`src/rtl/core/tql_pkg.sv`:
```
// ----------------------------------------------------------------------------
// tql_pkg
// Shared types and constants of the tabular q-learning agent.
// ----------------------------------------------------------------------------
`default_nettype none

package tql_pkg;

    localparam logic [16:0]        ONE_Q16     = 17'd65536;
    localparam logic [16:0]        HALF_Q16    = 17'd32768;
    localparam logic signed [23:0] Q_INIT      = 24'sd256;
    localparam logic signed [44:0] Q_MAX       = 45'sd8388607;
    localparam logic signed [44:0] Q_MIN       = -45'sd8388608;
    localparam logic [6:0]         PERCENT     = 7'd100;

    localparam logic [16:0] LR_RST    = 17'd6554;
    localparam logic [16:0] DISC_RST  = 17'd58982;
    localparam logic [16:0] DECAY_RST = 17'd65208;
    localparam logic [16:0] FLOOR_RST = 17'd9830;

    typedef enum logic [1:0] {
        ST_OK         = 2'd0,
        ST_BAD_STATE  = 2'd1,
        ST_BAD_NEXT   = 2'd2,
        ST_BAD_ACTION = 2'd3
    } t_status;

    typedef enum logic [1:0] {
        CFG_LR    = 2'd0,
        CFG_DISC  = 2'd1,
        CFG_DECAY = 2'd2,
        CFG_FLOOR = 2'd3
    } t_cfg_idx;

    typedef enum logic [3:0] {
        S_CLEAR,
        S_IDLE,
        S_CHECK,
        S_SCAN,
        S_DRAIN,
        S_OLD,
        S_MUL1,
        S_MUL2,
        S_MUL3,
        S_SUM,
        S_DECAY,
        S_DONE
    } t_state;

    typedef struct packed {
        logic clr_en;
        logic cap;
        logic check;
        logic scan_rd;
        logic old_rd;
        logic mul1;
        logic mul2;
        logic mul3;
        logic sum_wr;
        logic decay;
        logic out_load;
    } t_cmd;

    typedef struct packed {
        logic clr_done;
        logic skip;
        logic learn;
        logic scan_last;
        logic out_free;
    } t_sts;

endpackage

`default_nettype wire

```
`src/rtl/core/tql_ctrl.sv`:
```
// ----------------------------------------------------------------------------
// tql_ctrl
// Sequencer for table clear, row scan, update arithmetic and result hand-off.
// ----------------------------------------------------------------------------
`default_nettype none

module tql_ctrl (
    input  wire logic          i_clk,
    input  wire logic          i_rst_n,
    input  wire logic          i_in_valid,
    output logic               o_in_ready,
    output tql_pkg::t_cmd      o_cmd,
    input  wire tql_pkg::t_sts i_sts
);

    tql_pkg::t_state r_state, n_state;

    always_ff @(posedge i_clk) begin
        if (!i_rst_n) begin
            r_state <= tql_pkg::S_CLEAR;
        end else begin
            r_state <= n_state;
        end
    end

    always_comb begin
        n_state = r_state;
        case (r_state)
            tql_pkg::S_CLEAR: if (i_sts.clr_done) n_state = tql_pkg::S_IDLE;
            tql_pkg::S_IDLE:  if (i_in_valid) n_state = tql_pkg::S_CHECK;
            tql_pkg::S_CHECK: n_state = i_sts.skip ? tql_pkg::S_DONE : tql_pkg::S_SCAN;
            tql_pkg::S_SCAN:  if (i_sts.scan_last) n_state = tql_pkg::S_DRAIN;
            tql_pkg::S_DRAIN: n_state = i_sts.learn ? tql_pkg::S_OLD : tql_pkg::S_DONE;
            tql_pkg::S_OLD:   n_state = tql_pkg::S_MUL1;
            tql_pkg::S_MUL1:  n_state = tql_pkg::S_MUL2;
            tql_pkg::S_MUL2:  n_state = tql_pkg::S_MUL3;
            tql_pkg::S_MUL3:  n_state = tql_pkg::S_SUM;
            tql_pkg::S_SUM:   n_state = tql_pkg::S_DECAY;
            tql_pkg::S_DECAY: n_state = tql_pkg::S_DONE;
            tql_pkg::S_DONE:  if (i_sts.out_free) n_state = tql_pkg::S_IDLE;
            default:          n_state = tql_pkg::S_CLEAR;
        endcase
    end

    always_comb begin
        o_cmd      = '0;
        o_in_ready = 1'b0;
        case (r_state)
            tql_pkg::S_CLEAR: o_cmd.clr_en = 1'b1;
            tql_pkg::S_IDLE: begin
                o_in_ready = 1'b1;
                o_cmd.cap  = i_in_valid;
            end
            tql_pkg::S_CHECK: o_cmd.check   = 1'b1;
            tql_pkg::S_SCAN:  o_cmd.scan_rd = 1'b1;
            tql_pkg::S_OLD:   o_cmd.old_rd  = 1'b1;
            tql_pkg::S_MUL1:  o_cmd.mul1    = 1'b1;
            tql_pkg::S_MUL2:  o_cmd.mul2    = 1'b1;
            tql_pkg::S_MUL3:  o_cmd.mul3    = 1'b1;
            tql_pkg::S_SUM:   o_cmd.sum_wr  = 1'b1;
            tql_pkg::S_DECAY: o_cmd.decay   = 1'b1;
            tql_pkg::S_DONE:  o_cmd.out_load = i_sts.out_free;
            default: ;
        endcase
    end

endmodule

`default_nettype wire

```
`config.mk`:
```
export PLATFORM = sky130hd
export DESIGN_NAME = tql_ctrl
export DESIGN_NICKNAME = d
export VERILOG_FILES = /design/src/rtl/core/tql_pkg.sv /design/src/rtl/core/tql_ctrl.sv
export SDC_FILE = /design/constraint.sdc
export NUM_CORES = 1
export LEC_CHECK = 0
export BUFFER_PORTS_ARGS = -buffer_cell sky130_fd_sc_hd__buf_2
export CELL_PAD_IN_SITES_DETAIL_PLACEMENT = 2
export CELL_PAD_IN_SITES_GLOBAL_PLACEMENT = 2
export CORE_UTILIZATION = 21
export CTS_BUF_LIST = sky130_fd_sc_hd__clkbuf_4 sky130_fd_sc_hd__clkbuf_8 sky130_fd_sc_hd__clkbuf_16
export CTS_CLUSTER_DIAMETER = 40
export DETAILED_ROUTE_END_ITERATION = 7
export GPL_TIMING_DRIVEN = 0
export PLACE_DENSITY = 0.82
export SLEW_MARGIN = 10
export SYNTH_ARGS = -nofsm -noshare
export SYNTH_HDL_FRONTEND = slang
export SYNTH_SLANG_ARGS = --single-unit
```
`constraint.sdc`:
```
create_clock -name i_clk -period 1.4 [get_ports i_clk]
set_input_delay 0.28 -clock i_clk [delete_from_list [all_inputs] [get_ports i_clk]]
set_output_delay 0.28 -clock i_clk [all_outputs]
set_load 0.02 [all_outputs]
```
# Word-level counts from Yosys, hierarchy flattened
# Cells that the tools add are included.
[totals]
regBits = 4
out_inout_bits = 12
elab_cells = 37
[op_classes]
n_eq_ne = 15
n_mux = 19
reduce_logical = 2
[ops]
columns = ["operator", "n"]
rows = [
  ["4-bit case mux with 12 select lines", 1],
  ["4-bit 2-to-1 mux", 6],
  ["4-bit by 3-bit == test with 1-bit output (second input constant)", 4],
  ["4-bit == test (second input constant)", 4],
  ["1-bit 2-to-1 mux", 12],
  ["4-bit by 2-bit == test with 1-bit output (second input constant)", 2],
  ["2-bit inequality test (second input constant)", 4],
  ["4-bit by 1-bit == test with 1-bit output (second input constant)", 1],
  ["4-bit logical NOT", 1],
  ["4-bit AND reduction", 1],
]

# Logic depth before layout (Yosys ltp)
[depth]
ltp_word = 3
mapped_depth = 5

# Worst setup path after synthesis
# No wires, ideal clock.
[synth_timing]
path_kind = "register to output"
start = "register r_state[0]"
end = "output o_cmd[9] (netlist name)"
t_arrival_ns = 1.500
required_ns = 1.120
setup_slack_ns = -0.380
path_stages_with_launch = 6
cell_sequence = "dfxtp_1 buf_2 buf_4 nand2_1 nor3_1 and2_1"
[synth_lines]
columns = ["element", "line_no", "source"]
rows = [
  ["from (decl)", "tql_ctrl.sv:16", "tql_pkg::t_state r_state, n_state;"],
  ["from (signal assigned)", "tql_ctrl.sv:20", "r_state <= tql_pkg::S_CLEAR;"],
  ["from (signal assigned)", "tql_ctrl.sv:22", "r_state <= n_state;"],
  ["to (decl)", "tql_ctrl.sv:12", "output tql_pkg::t_cmd o_cmd,"],
]

==> flow_summary.json <==
{
  "status": "finished, violations left",
  "violations": "setup timing",
  "layout_setup_ws_ns": -0.187,
  "largest_registers": "r_state (4)",
  "leakage_nw": 0.382,
  "setup_tns_ns": -1.64,
  "hold_path_class": "in2reg",
  "crit_path_cell_trace": "buf_6 > buf_8 > nand2_8 > nor3_4 > and2_4 > buf_6",
  "clockRootBuffer": "clkbuf_4",
  "vias_per_cell": 5.21,
  "vdd_drop_max_mv": 1.00,
  "ys_warn_count": 0,
  "arrival_ns": 1.31,
  "synth_area_leaders": "dfxtp_1 20%, nor3_1 7.3%, nor2_1 7.3%",
  "cts_num_sinks": 4,
  "cts_buffers": 3,
  "grt_pass1_vias": 635,
  "startpoint_type": "flop",
  "core_um2": 1780,
  "fmax_mhz": 630,
  "ys_seq_elements": 4,
  "area_growth_pct": 116,
  "synthFlopType": "dfxtp_1",
  "drive_gt1_share_pct": 68.8,
  "grt_usage_pct": 24.8,
  "cpMostUsedCell": "buf_6",
  "syn_area_per_cell_um2": 7.05,
  "max_stage_delay_ns": 0.33,
  "routed_wl_um": 2810,
  "rows": 15,
  "p_per_area_nw_per_um2": 2210,
  "numPortBuffers": 19,
  "synth_cells": 58,
  "synth_edf_count": 0,
  "start_util_pct": 22.9,
  "drc": 0,
  "grt_pass1_wl_um": 3510,
  "cts_tree": "yes",
  "synth.most_common_cell": "nor2_1",
  "clkTransAtPathRegs_ns": 0.04,
  "skew_ns": 0.00732,
  "synthesis.nets": 66,
  "setup_viol": 16,
  "antenna_found_initial": 0,
  "slew_violations": 0,
  "first_iter_violations": 8,
  "gp_congestion": 0.702,
  "synth_top_cell_by_area": "dfxtp_1",
  "fin_crit_sh_pct": 113,
  "largest_register_ffs": 4,
  "yosysTopAreaCellShare_pct": 19.6,
  "hold_viol_final": 0,
  "slowest_stage": "dfxtp_2",
  "drt-pass1-iter-count": 4,
  "ctsHtreeMaxLevel": 1,
  "ioPinCount": 20,
  "ys_types": 27,
  "post-route-util_pct": 49.5,
  "period_needed_ns": 1.59,
  "grt_max_degree": 9,
  "fin_nets": 106,
  "clock_latency_ns": 0.24,
  "top_register": "r_state",
  "vias": 631,
  "worst_pin_slew_ns": 0.340,
  "die_area_um2": 2130,
  "end_kind": "primary output",
  "clock_path_buffers": 2,
  "dp_hpwl_um": 1090,
  "crit_type": "reg2out",
  "finalPower_mw": 1.95,
  "slew_headroom_pct": 77.0,
  "synth.yosys.seq_area_share_pct": 19.6,
  "synthArstFlopShare_pct": 0,
  "postRouteAntennaNets": 0,
  "die_h_um": 46.1,
  "wire_per_inst_um": 23.2,
  "diodes": 0,
  "cp_data_required_time_ns": 1.12,
  "rsz0062_at_grt": "true",
  "ys_top_cells_by_count": "8 x nor2_1, 7 x nand2_1, 6 x nor3_1",
  "synth_area_um2": 409,
  "die_x_um": 46.1,
  "grt-ovfl-total": 0,
  "maxCapViolations": 0,
  "critPathMaxFanout": 5
}
[worst max-delay path, delay by kind of cell (launching register included)]
| kind | cells | cell delay [ns] |
|---|---|---|
| buffers and inverters | 3 | 0.37 |
| flip-flops | 1 | 0.33 |
| AND/OR/NAND/NOR | 3 | 0.35 |
[worst paths after layout]
kind,start,endpoint,slack (ns),cells past startpoint
setup reg to reg,r_state[3],r_state[0],-0.04,5
hold reg to reg,r_state[2],r_state[1],0.80,4
setup / recovery,r_state[0],o_cmd[9],-0.19,6
hold / removal,i_rst_n,r_state[3],0.34,2
[layout make-up]
class	instances	area, um^2
Inverter	1	7.51
Timing Repair Buffer	35	274
Clock buffer	3	22.5
Tap cell	25	31.3
Sequential cell	4	87.6
Fill cell	203	900
Multi-Input combinational cell	47	382
Buffer	6	78.8
[placed cells by master, fill, tap and decap left out, types with 2 or more instances in the layout]
cell / n
buf_6: 10
nand2_1: 5
dfxtp_2: 3
clkbuf_4: 3
nand3_1: 2
nor2_4: 3
nor3_1: 4
buf_8: 3
nor2_1: 3
nor2_2: 2
buf_4: 16
buf_2: 11
nor2b_1: 3
[report_power, final]
group	switching [mW]	leakage [nW]	internal, mW
Combinational	0.857	0.333	0.731
Clock	0.0541	0.0138	0.0964
Sequential	0.0458	0.0347	0.166
Total	0.957	0.382	0.993
[stage by stage]
stage          cell area, um^2  setup WS (ns)  instances  hold WS, ns
6_report                   883         -0.187        121        0.336
5_1_grt                    883         -0.247        121        0.325
4_1_cts                    764         -0.132        116        0.326
3_5_place_dp               558         -0.165        102        0.573
3_3_place_gp               558         -0.139        102        0.564
2_1_floorplan              432         -0.124         58        0.408
[logic make-up after synthesis]
kind of cell	after synthesis	synth area share, %
AND/OR/NAND/NOR	34	41.0
AO/OA/AOI/OAI	11	24.2
buffers and inverters	7	10.4
flip-flops	4	19.6
multiplexers	2	4.89
[per-layer routing]
metal  global-route usage [%]  share of wire [%]  vias to the layer above
li1                         -                  -                      282
met1                     30.2                 44                      314
met2                     39.4                 47                       25
met3                     5.49                4.8                       10
met4                     14.7                3.5                        0
met5                        0                  0                        -
[repair_timing]
action,4_1_cts,5_1_grt
resized for setup,31,20
hold buffers,0,0
pin swaps,3,5
endpoints found under the setup margin,12,16
buffers inserted,11,5
endpoints found under the hold margin,0,0
(Power assumes the default switching activity.)
